### config.mk
export PLATFORM = sky130hd
export DESIGN_NAME = game_pad_serial_port_unit
export DESIGN_NICKNAME = d
export VERILOG_FILES = /design/src/rtl/gpsp_pkg.sv /design/src/rtl/game_pad_serial_port_unit.sv /design/src/rtl/gpsp_fifo.sv /design/src/rtl/gpsp_core.sv
export SDC_FILE = /design/constraint.sdc
export NUM_CORES = 1
export LEC_CHECK = 0
export BUFFER_PORTS_ARGS = -buffer_cell sky130_fd_sc_hd__buf_2
export CAP_MARGIN = 20
export CORE_MARGIN = 2
export CORE_UTILIZATION = 59
export CTS_CLUSTER_DIAMETER = 120
export CTS_CLUSTER_SIZE = 14
export DETAILED_ROUTE_END_ITERATION = 8
export GPL_TIMING_DRIVEN = 0
export PLACE_DENSITY = 0.8
export SYNTH_ARGS = -nofsm -noshare
export SYNTH_HDL_FRONTEND = slang
export SYNTH_SLANG_ARGS = --single-unit
### constraint.sdc
create_clock -name clock -period 3.8 [get_ports clock]
set_clock_uncertainty 0.05 [all_clocks]
set_input_delay 0.76 -clock clock [delete_from_list [all_inputs] [get_ports clock]]
set_output_delay 0.76 -clock clock [all_outputs]
set_load 0.1 [all_outputs]
### src/rtl/gpsp_pkg.sv
// Package for the game pad serial port: request and response types,
// register offsets, access codes and pad protocol constants.
// No dependencies.
`default_nettype none

package gpsp_pkg;

   // receive fifo geometry
   localparam int RX_DEPTH = 8;
   localparam int RX_AW = (RX_DEPTH > 1) ? $clog2(RX_DEPTH) : 1;
   localparam int RX_CW = $clog2(RX_DEPTH + 1);
   localparam int RX_SW = RX_CW + 1;

   // access codes
   localparam logic [2:0] FUNC_RD_BYTE = 3'd0;
   localparam logic [2:0] FUNC_RD_HALF = 3'd1;
   localparam logic [2:0] FUNC_WR_BYTE = 3'd2;
   localparam logic [2:0] FUNC_WR_HALF = 3'd3;
   localparam logic [2:0] FUNC_TICK    = 3'd4;

   // register offsets
   localparam logic [4:0] OFF_FIFO = 5'd0;
   localparam logic [4:0] OFF_STAT = 5'd4;
   localparam logic [4:0] OFF_MODE = 5'd8;
   localparam logic [4:0] OFF_CTRL = 5'd10;
   localparam logic [4:0] OFF_BAUD = 5'd14;

   // pad protocol phases
   localparam logic [1:0] PHASE_IDLE    = 2'd0;
   localparam logic [1:0] PHASE_ID      = 2'd1;
   localparam logic [1:0] PHASE_BUTTONS = 2'd2;

   // protocol and register constants
   localparam logic [15:0] CTRL_PAD_MASK   = 16'h2002;
   localparam logic [15:0] CTRL_PAD_SEL    = 16'h0002;
   localparam logic [15:0] CTRL_READ_MASK  = 16'h3F03;
   localparam logic [7:0]  TX_START        = 8'h01;
   localparam logic [7:0]  ID_LO           = 8'h41;
   localparam logic [7:0]  ID_HI           = 8'h5A;
   localparam logic [7:0]  CMD_READ        = 8'h42;
   localparam logic [7:0]  EMPTY_BYTE      = 8'hFF;
   localparam logic [15:0] BAUD_VALUE      = 16'h0088;
   localparam logic [15:0] ACK_DELAY_RESET = 16'd1088;

   // control word bits
   localparam int CTRL_ACK_IRQ_BIT = 4;
   localparam int CTRL_RESET_BIT   = 6;
   localparam int CTRL_RX_IRQ_BIT  = 12;

   typedef struct packed {
      logic [2:0]  func;
      logic [4:0]  reg_offset;
      logic [15:0] wdata;
      logic [15:0] pad_buttons;
   } req_type;

   typedef struct packed {
      logic [15:0] rdata;
      logic        irq_pulse;
      logic        irq_pending;
      logic        bad_access;
   } rsp_type;

   typedef struct packed {
      logic push;
      logic pop;
      logic clear;
   } fifo_ctl_type;

endpackage

`default_nettype wire

### src/rtl/game_pad_serial_port_unit.sv
// Game pad serial port: request register, core and response register.
// Depends on gpsp_pkg and gpsp_core.
//
// Usage:
//   req channel carries one bus access or tick (func, reg_offset, wdata,
//   pad_buttons); rsp channel returns exactly one response per request
//   (rdata, irq_pulse, irq_pending, bad_access), in request order.
//   csr channel writes the acknowledge delay in ticks; it is always ready
//   and should be written only while no request is in flight.
// Path: an accepted request waits in the request register, then its result
//   from the core is registered in the response register, raising rsp_valid.
// Throughput: one request per cycle; the request register, the single
//   pass through the core and the response register overlap, so req_ready
//   stays high as long as the response side keeps taking results.
// Stall: when rsp_ready is low the response register holds its result,
//   the request register keeps one more request, then req_ready drops.
// Reset: synchronous; both registers empty, port state cleared, receive
//   fifo empty and the acknowledge delay back at 1088 ticks.
`default_nettype none

module game_pad_serial_port_unit
   import gpsp_pkg::*;
(
   input  wire logic        clock,
   input  wire logic        reset,
   input  wire logic        req_valid,
   output logic             req_ready,
   input  wire req_type     req_data,
   output logic             rsp_valid,
   input  wire logic        rsp_ready,
   output rsp_type          rsp_data,
   input  wire logic        csr_valid,
   output logic             csr_ready,
   input  wire logic [15:0] csr_wdata
);

   logic    in_valid_ff;
   req_type in_data_ff;
   logic    rsp_valid_ff;
   rsp_type rsp_data_ff;
   rsp_type core_result;
   logic    advance;

   // request moves into the response register when that slot frees
   assign advance   = in_valid_ff && (!rsp_valid_ff || rsp_ready);
   assign req_ready = !in_valid_ff || advance;
   assign csr_ready = 1'b1;
   assign rsp_valid = rsp_valid_ff;
   assign rsp_data  = rsp_data_ff;

   gpsp_core u_core (
      .clock     (clock),
      .reset     (reset),
      .step_en   (advance),
      .item      (in_data_ff),
      .csr_we    (csr_valid),
      .csr_wdata (csr_wdata),
      .result    (core_result)
   );

   // request register
   always_ff @(posedge clock) begin
      if (reset) begin
         in_valid_ff <= 1'b0;
      end else if (req_ready) begin
         in_valid_ff <= req_valid;
      end
   end

   always_ff @(posedge clock) begin
      if (req_ready && req_valid) begin
         in_data_ff <= req_data;
      end
   end

   // response register
   always_ff @(posedge clock) begin
      if (reset) begin
         rsp_valid_ff <= 1'b0;
      end else if (advance) begin
         rsp_valid_ff <= 1'b1;
      end else if (rsp_ready) begin
         rsp_valid_ff <= 1'b0;
      end
   end

   always_ff @(posedge clock) begin
      if (advance) begin
         rsp_data_ff <= core_result;
      end
   end

endmodule

`default_nettype wire

### src/rtl/gpsp_fifo.sv
// Receive fifo of the game pad serial port: ring buffer with head and count.
// Depends on gpsp_pkg.
`default_nettype none

module gpsp_fifo
   import gpsp_pkg::*;
(
   input  wire logic             clock,
   input  wire logic             reset,
   input  wire fifo_ctl_type     ctl,
   input  wire logic [7:0]       push_data,
   output logic      [7:0]       head_data,
   output logic                  not_empty
);

   logic [7:0]       store_ff [RX_DEPTH];
   logic [RX_AW-1:0] head_ff, head_in;
   logic [RX_CW-1:0] count_ff, count_in;
   logic [RX_SW-1:0] pos_wide;
   logic [RX_AW-1:0] push_pos;
   logic             full;
   logic             do_push;

   assign full      = (count_ff == RX_CW'(RX_DEPTH));
   assign not_empty = (count_ff != '0);
   assign head_data = store_ff[head_ff];
   assign do_push   = ctl.push && !full;

   // tail position, wrapped once
   always_comb begin
      pos_wide = RX_SW'(head_ff) + RX_SW'(count_ff);
      if (pos_wide >= RX_SW'(RX_DEPTH)) begin
         pos_wide = pos_wide - RX_SW'(RX_DEPTH);
      end
      push_pos = pos_wide[RX_AW-1:0];
   end

   // pointer update
   always_comb begin
      head_in  = head_ff;
      count_in = count_ff;
      priority if (ctl.clear) begin
         head_in  = '0;
         count_in = '0;
      end else if (ctl.pop && not_empty) begin
         head_in  = (head_ff == RX_AW'(RX_DEPTH - 1)) ? '0 : head_ff + 1'b1;
         count_in = count_ff - 1'b1;
      end else if (do_push) begin
         count_in = count_ff + 1'b1;
      end
   end

   always_ff @(posedge clock) begin
      if (reset) begin
         head_ff  <= '0;
         count_ff <= '0;
      end else begin
         head_ff  <= head_in;
         count_ff <= count_in;
      end
   end

   // byte storage
   always_ff @(posedge clock) begin
      if (do_push && !ctl.clear) begin
         store_ff[push_pos] <= push_data;
      end
   end

endmodule

`default_nettype wire

### src/rtl/gpsp_core.sv
// Register window and pad protocol machine of the game pad serial port.
// Depends on gpsp_pkg and gpsp_fifo.
`default_nettype none

module gpsp_core
   import gpsp_pkg::*;
(
   input  wire logic        clock,
   input  wire logic        reset,
   input  wire logic        step_en,
   input  wire req_type     item,
   input  wire logic        csr_we,
   input  wire logic [15:0] csr_wdata,
   output rsp_type          result
);

   logic [15:0] ack_delay_ff;
   logic [15:0] ctrl_word_ff, ctrl_word_in;
   logic        tx_ready_ff, tx_ready_in;
   logic        ack_flag_ff, ack_flag_in;
   logic        irq_flag_ff, irq_flag_in;
   logic [1:0]  pad_phase_ff, pad_phase_in;
   logic [1:0]  bytes_left_ff, bytes_left_in;
   logic        reply_pending_ff, reply_pending_in;
   logic [7:0]  reply_byte_ff, reply_byte_in;
   logic [15:0] reply_countdown_ff, reply_countdown_in;

   fifo_ctl_type fifo_ctl, fifo_req;
   logic [7:0]   push_data;
   logic [7:0]   head_data;
   logic         not_empty;
   logic [1:0]   bytes_dec;
   logic [7:0]   tx_byte;
   logic         arm;
   logic [7:0]   arm_byte;

   gpsp_fifo u_fifo (
      .clock     (clock),
      .reset     (reset),
      .ctl       (fifo_ctl),
      .push_data (push_data),
      .head_data (head_data),
      .not_empty (not_empty)
   );

   assign bytes_dec = bytes_left_ff - 2'd1;
   assign tx_byte   = item.wdata[7:0];

   // decode one request against the current state
   always_comb begin
      ctrl_word_in       = ctrl_word_ff;
      tx_ready_in        = tx_ready_ff;
      ack_flag_in        = ack_flag_ff;
      irq_flag_in        = irq_flag_ff;
      pad_phase_in       = pad_phase_ff;
      bytes_left_in      = bytes_left_ff;
      reply_pending_in   = reply_pending_ff;
      reply_byte_in      = reply_byte_ff;
      reply_countdown_in = reply_countdown_ff;
      fifo_req           = '0;
      push_data          = EMPTY_BYTE;
      arm                = 1'b0;
      arm_byte           = EMPTY_BYTE;
      result             = '0;

      unique case (item.func)
         FUNC_TICK: begin
            if (reply_pending_ff) begin
               if (reply_countdown_ff > 16'd1) begin
                  reply_countdown_in = reply_countdown_ff - 16'd1;
               end else begin
                  reply_countdown_in = '0;
                  reply_pending_in   = 1'b0;
                  fifo_req.push      = 1'b1;
                  push_data          = reply_byte_ff;
                  tx_ready_in        = 1'b1;
                  ack_flag_in        = 1'b1;
                  if (ctrl_word_ff[CTRL_RX_IRQ_BIT]) begin
                     irq_flag_in      = 1'b1;
                     result.irq_pulse = 1'b1;
                  end
               end
            end
         end
         FUNC_RD_BYTE: begin
            if (!item.reg_offset[4]) begin
               if (item.reg_offset == OFF_FIFO) begin
                  fifo_req.pop = not_empty;
                  result.rdata = not_empty ? {8'h00, head_data} : {8'h00, EMPTY_BYTE};
               end else begin
                  result.bad_access = 1'b1;
               end
            end
         end
         FUNC_RD_HALF: begin
            if (!item.reg_offset[4]) begin
               if (item.reg_offset == OFF_STAT) begin
                  result.rdata = {6'd0, irq_flag_ff, 1'b0, ack_flag_ff, 4'd0,
                                  tx_ready_ff, not_empty, tx_ready_ff};
                  ack_flag_in  = 1'b0;
               end else if (item.reg_offset == OFF_CTRL) begin
                  result.rdata = ctrl_word_ff & CTRL_READ_MASK;
               end else if (item.reg_offset == OFF_BAUD) begin
                  result.rdata = BAUD_VALUE;
               end else begin
                  result.bad_access = 1'b1;
               end
            end
         end
         FUNC_WR_BYTE: begin
            if (!item.reg_offset[4]) begin
               if (item.reg_offset == OFF_FIFO) begin
                  // transmit byte advances the pad protocol
                  tx_ready_in = 1'b0;
                  if (pad_phase_ff == PHASE_ID) begin
                     arm      = 1'b1;
                     arm_byte = (bytes_left_ff == 2'd2) ? ID_LO : ID_HI;
                     bytes_left_in = bytes_dec;
                     if (bytes_dec == 2'd0) begin
                        pad_phase_in  = PHASE_BUTTONS;
                        bytes_left_in = 2'd2;
                     end else if (tx_byte != CMD_READ) begin
                        pad_phase_in = PHASE_IDLE;
                     end
                  end else if (pad_phase_ff == PHASE_BUTTONS) begin
                     arm      = 1'b1;
                     arm_byte = (bytes_left_ff == 2'd2) ? item.pad_buttons[7:0]
                                                        : item.pad_buttons[15:8];
                     bytes_left_in = bytes_dec;
                     if (bytes_dec == 2'd0) begin
                        pad_phase_in = PHASE_IDLE;
                     end
                  end else begin
                     if (tx_byte == TX_START &&
                         (ctrl_word_ff & CTRL_PAD_MASK) == CTRL_PAD_SEL) begin
                        arm           = 1'b1;
                        arm_byte      = EMPTY_BYTE;
                        pad_phase_in  = PHASE_ID;
                        bytes_left_in = 2'd2;
                     end else begin
                        pad_phase_in  = PHASE_IDLE;
                        fifo_req.push = 1'b1;
                        push_data     = EMPTY_BYTE;
                        tx_ready_in   = 1'b1;
                     end
                  end
               end else begin
                  result.bad_access = 1'b1;
               end
            end
         end
         FUNC_WR_HALF: begin
            if (!item.reg_offset[4]) begin
               if (item.reg_offset == OFF_CTRL) begin
                  ctrl_word_in = item.wdata;
                  if (item.wdata[CTRL_ACK_IRQ_BIT]) begin
                     irq_flag_in = 1'b0;
                  end
                  if (item.wdata[CTRL_RESET_BIT]) begin
                     tx_ready_in    = 1'b1;
                     irq_flag_in    = 1'b0;
                     pad_phase_in   = PHASE_IDLE;
                     fifo_req.clear = 1'b1;
                  end
                  if (item.wdata == 16'd0) begin
                     pad_phase_in   = PHASE_IDLE;
                     fifo_req.clear = 1'b1;
                  end
               end else if (item.reg_offset != OFF_MODE && item.reg_offset != OFF_BAUD) begin
                  result.bad_access = 1'b1;
               end
            end
         end
         default: begin
            result.bad_access = 1'b1;
         end
      endcase

      // delayed acknowledge arming
      if (arm) begin
         reply_byte_in      = arm_byte;
         reply_pending_in   = 1'b1;
         reply_countdown_in = ack_delay_ff;
      end

      result.irq_pending = irq_flag_in;
   end

   // fifo actions only for the request being retired
   assign fifo_ctl.push  = step_en & fifo_req.push;
   assign fifo_ctl.pop   = step_en & fifo_req.pop;
   assign fifo_ctl.clear = step_en & fifo_req.clear;

   // state update
   always_ff @(posedge clock) begin
      if (reset) begin
         ctrl_word_ff       <= '0;
         tx_ready_ff        <= 1'b0;
         ack_flag_ff        <= 1'b0;
         irq_flag_ff        <= 1'b0;
         pad_phase_ff       <= PHASE_IDLE;
         bytes_left_ff      <= '0;
         reply_pending_ff   <= 1'b0;
         reply_byte_ff      <= '0;
         reply_countdown_ff <= '0;
      end else if (step_en) begin
         ctrl_word_ff       <= ctrl_word_in;
         tx_ready_ff        <= tx_ready_in;
         ack_flag_ff        <= ack_flag_in;
         irq_flag_ff        <= irq_flag_in;
         pad_phase_ff       <= pad_phase_in;
         bytes_left_ff      <= bytes_left_in;
         reply_pending_ff   <= reply_pending_in;
         reply_byte_ff      <= reply_byte_in;
         reply_countdown_ff <= reply_countdown_in;
      end
   end

   // acknowledge delay register
   always_ff @(posedge clock) begin
      if (reset) begin
         ack_delay_ff <= ACK_DELAY_RESET;
      end else if (csr_we) begin
         ack_delay_ff <= csr_wdata;
      end
   end

endmodule

`default_nettype wire

==> implementation parameters <==
Parameter                              Value

Worst setup path
  Critical path's top delay family ... simple AND/OR/NAND/NOR gates
  R2r worst-path depth ... 8
  Worst path buffer plus inverter count ... 2
  Instance count on the critical path ... 8
  Req. time, crit path ... 3900 ps
  Startpoint Class ... register
  Library cell contributing the largest single delay on the critical path ... sky130_fd_sc_hd__nor3_1
  Maximum fanout along the worst path ... 10
  Crit. End Element ... register
  Data arrival time of the critical path ... 3650 ps
  Worst path max stage delay ... 780 ps
  Cell breakdown of the critical path ... or3_1 -> nor4b_4 -> nand4_1 -> clkbuf_1 -> o31ai_1 -> nand2_1 -> nor3_1 -> buf_4
  Class of the most critical setup path ... reg2reg

Yosys
  Cell area after synthesis ... 0.00819 mm^2
  Proportion of synthesized chip area in sequential cells ... 0.610
  Most area-consuming cells after synthesis ... sky130_fd_sc_hd__edfxtp_1 (44%), sky130_fd_sc_hd__dfxtp_1 (17%), sky130_fd_sc_hd__mux2i_1 (4.4%)
  Number of distinct library cells after synthesis ... 71
  Share of synthesized flip-flops with an asynchronous set or reset ... 0
  Cell type contributing the most total cell area after synthesis ... sky130_fd_sc_hd__edfxtp_1
  Top cell type's share of synthesized area ... 0.444
  Count of warnings emitted by yosys ... 0
  Cells after synthesis ... 657
  Dominant synthesized flop cell ... sky130_fd_sc_hd__edfxtp_1
  Post-synthesis area per instance ... 12.5 um^2
  Flip-flop and latch count after synthesis ... 189
  Number of synthesized flops with an enable pin ... 121

Global routing
  Number of global-route vias before repair ... 5973
  Pin count of the biggest net entering global routing ... 41
  Total routing usage reported by global routing ... 0.274
  Antenna violations before repair ... 0
  First-pass GRT wire length ... 30300 um
  Aggregate global routing overflow ... 0

Clocking
  Clock insertion delay at the later pin of the skew report ... 430 ps
  Clk root buf ... sky130_fd_sc_hd__clkbuf_16
  Largest buffer count on any clock path ... 2
  H-tree depth ... 4
  Total of hold buffers inserted after clock tree synthesis ... 0
  Clock tree from TritonCTS ... yes
  Number of sinks on the clock net ... 189
  TritonCTS buffer count ... 17
  Resized cells post-CTS ... 0
  Clk slew on worst S/H paths ... 70 ps
  Buffers inserted by post-CTS timing repair ... 0

Drt
  Met3 WL ... 1350 um
  Final wirelength ... 19300 um
  Met2 wirelength from detailed routing ... 9620 um
  Highest metal layer with signal wires ... met4
  Via density ... 6.18
  Count of antenna-violating nets left after detailed routing ... 0
  Number of DRC markers after the initial detailed-route iteration ... 535
  DRC ... 0
  Per-cell routed wire length ... 20.3 um
  Number of detailed-route iterations in the first pass ... 6
  Routed vias ... 5873
  M1 wire length ... 7640 um

Cells and area
  Storage element area ... 0.00499 mm^2
  Area grow syn2layout ... 15.9%
  Count of antenna diodes in the layout ... 0
  Nets@finish ... 832
  Layout cells sized above 1 ... 0.218
  Number of filler cells placed in the layout ... 980
  Core Util, Final ... 0.691
  Multi-input combinational cell area ... 0.00297 mm^2

Die
  Number of placed I/O pins ... 83
  Die ar. ... 0.0148 mm^2
  Standard-cell rows ... 43
  Initial Utilization ... 0.597
  Die Width ... 122 um
  Die outline height ... 122 um
  Placeable core region ... 0.0137 mm^2

Timing
  Final cycle utilization of the critical path ... 0.934
  RSZ-0062 raised after global routing ... false
  Upper clock frequency limit ... 282 MHz
  Min cycle time layout ... 3550 ps
  Number of failing hold endpoints at the final stage ... 0
  Measured slew at the worst slew-check pin ... 950 ps
  Max-slew headroom ... 0.367
  Final setup fails ... 0
  Total negative setup slack ... 0 ps
  Max-slew violation count ... 0

Power
  Maximum resistive drop on vdd ... 0.305 mV
  Pwr Density ... 465 mW/mm^2
  Leak ... 3.19 nW

Place
  Count of input and output buffers ... 77
  RD Place Congestion ... 0.928
  DPL Wire Length ... 13600 um

Flow run
  Number of violations of the max-capacitance limit ... 0

Outcome
  Outcome ... complete, no violations

Worst hold path
  Hold WC Path Type ... reg2reg
  Hold Path Stages ... 2
[power by group]
part,total (mW),switching [mW],internal (mW)
Sequential,2.24,0.0251,2.22
Combinational,0.227,0.166,0.0602
Clock,1.94,0.775,1.17
Total,4.41,0.966,3.45
[cell usage in the layout, fill, tap and decap left out, types with 5 or more instances in the layout]
master / netlist / layout
sky130_fd_sc_hd__nor3_1: 30 / 30
sky130_fd_sc_hd__o21ai_0: 16 / 16
sky130_fd_sc_hd__o21ai_1: 5 / 5
sky130_fd_sc_hd__bufinv_16: 0 / 5
sky130_fd_sc_hd__a21oi_1: 46 / 46
sky130_fd_sc_hd__dfxtp_1: 68 / 68
sky130_fd_sc_hd__nor2b_1: 11 / 11
sky130_fd_sc_hd__nand2b_1: 9 / 9
sky130_fd_sc_hd__nand2_1: 35 / 35
sky130_fd_sc_hd__and2_1: 9 / 8
sky130_fd_sc_hd__clkbuf_1: 20 / 20
sky130_fd_sc_hd__ha_1: 10 / 10
sky130_fd_sc_hd__mux2i_1: 36 / 36
sky130_fd_sc_hd__buf_2: 6 / 83
sky130_fd_sc_hd__mux4_2: 16 / 16
sky130_fd_sc_hd__nor2_1: 58 / 58
sky130_fd_sc_hd__or2_2: 10 / 10
sky130_fd_sc_hd__or3_1: 8 / 8
sky130_fd_sc_hd__nor4_1: 13 / 13
sky130_fd_sc_hd__nand3_1: 13 / 13
sky130_fd_sc_hd__a31oi_1: 7 / 7
sky130_fd_sc_hd__edfxtp_1: 121 / 121
sky130_fd_sc_hd__inv_1: 13 / 13
sky130_fd_sc_hd__clkbuf_16: 0 / 17
sky130_fd_sc_hd__buf_4: 4 / 8
sky130_fd_sc_hd__a211oi_1: 9 / 9
[tightest hold or removal path: stages, from the launching register on]
cell	delay, ps
sky130_fd_sc_hd__dfxtp_1	310
sky130_fd_sc_hd__nand2_1	50
sky130_fd_sc_hd__a21oi_1	50
[cells in the mapped netlist (3+ instances only)]
master	n
sky130_fd_sc_hd__o32ai_1	3
sky130_fd_sc_hd__a211oi_1	9
sky130_fd_sc_hd__and2_1	9
sky130_fd_sc_hd__buf_4	4
sky130_fd_sc_hd__o21ai_1	5
sky130_fd_sc_hd__nor2_1	58
sky130_fd_sc_hd__nor4_1	13
sky130_fd_sc_hd__xnor2_1	4
sky130_fd_sc_hd__buf_6	3
sky130_fd_sc_hd__nand4_1	4
sky130_fd_sc_hd__nor3_1	30
sky130_fd_sc_hd__nand2b_1	9
sky130_fd_sc_hd__a31oi_1	7
sky130_fd_sc_hd__a21oi_1	46
sky130_fd_sc_hd__mux4_2	16
sky130_fd_sc_hd__clkbuf_1	20
sky130_fd_sc_hd__or2_2	10
sky130_fd_sc_hd__inv_1	13
sky130_fd_sc_hd__o21ai_0	16
sky130_fd_sc_hd__nor2b_1	11
sky130_fd_sc_hd__dfxtp_1	68
sky130_fd_sc_hd__o22ai_1	4
sky130_fd_sc_hd__o211ai_1	3
sky130_fd_sc_hd__nand2_1	35
sky130_fd_sc_hd__and3_1	3
sky130_fd_sc_hd__a22oi_1	4
sky130_fd_sc_hd__nand3_1	13
sky130_fd_sc_hd__buf_2	6
sky130_fd_sc_hd__a221oi_1	3
sky130_fd_sc_hd__ha_1	10
sky130_fd_sc_hd__mux2i_1	36
sky130_fd_sc_hd__edfxtp_1	121
sky130_fd_sc_hd__or3_1	8
sky130_fd_sc_hd__o31ai_1	3
[flip-flops by register name, indices dropped and copies added (netlist names), named ones only]
name                       cells
u_core.irq_flag_ff             1
u_core.reply_byte_ff           8
u_core.reply_countdown_ff     16
rsp_valid                      1
in_valid_ff                    1
u_core.tx_ready_ff             1
u_core.u_fifo.head_ff          3
u_core.u_fifo.count_ff         4
u_core.ack_delay_ff           16
rsp_data                      17
u_core.reply_pending_ff        1
u_core.ack_flag_ff             1
u_core.ctrl_word_ff            8
u_core.u_fifo.store_ff        64
in_data_ff                    40
u_core.bytes_left_ff           2
u_core.pad_phase_ff            2
[path summary, 6_finish.rpt]
kind,endpoint,slack (ps),from
max,u_core.u_fifo.store_ff[4][7],250,u_core.reply_countdown_ff[4]
min,u_core.reply_byte_ff[5],410,u_core.reply_byte_ff[5]
max reg2reg,u_core.u_fifo.store_ff[4][7],250,u_core.reply_countdown_ff[4]
min reg2reg,u_core.reply_byte_ff[5],410,u_core.reply_byte_ff[5]
[metrics by stage]
stage	power [mW]	setup slack (ps)	instance area [um^2]	instances	hold WS (ps)
final	4.41	249	9490	951	412
after detailed placement	2.51	351	8850	920	400
after floorplan	2.44	603	8190	658	377
after CTS	4.42	330	9490	951	410
after global routing	4.52	122	9490	951	430
after global placement	2.51	242	8800	915	390
[final cells by class]
class	instances	area share
sequential	189	0.527
timing repair buffer	82	0.0454
multi-input combinational	421	0.313
buffer	34	0.0182
clock buffer	17	0.0448
clock inverter	14	0.0226
tap	180	0.0237
inverter	14	0.00554
[layer usage]
layer / vias up / track usage
met5: - / 0
met2: 258 / 0.452
li1: 2691 / -
met1: 2861 / 0.340
met4: 0 / 0.144
met3: 63 / 0.0581
[cells by family (layout without fill, tap and decap cells)]
kind of cell	count (synthesis)	after routing	synth area share
buffers and inverters	48	161	0.0275
adders and majority gates	12	12	0.0202
AOI/OAI and AO/OA	126	126	0.0989
other	2	3	0.000917
xor gates and xnor gates	6	6	0.00642
and+or+nand+nor	220	220	0.145
muxes	54	54	0.0908
DFF	189	189	0.610
No activity file was read; power rests on OpenSTA's default activity.
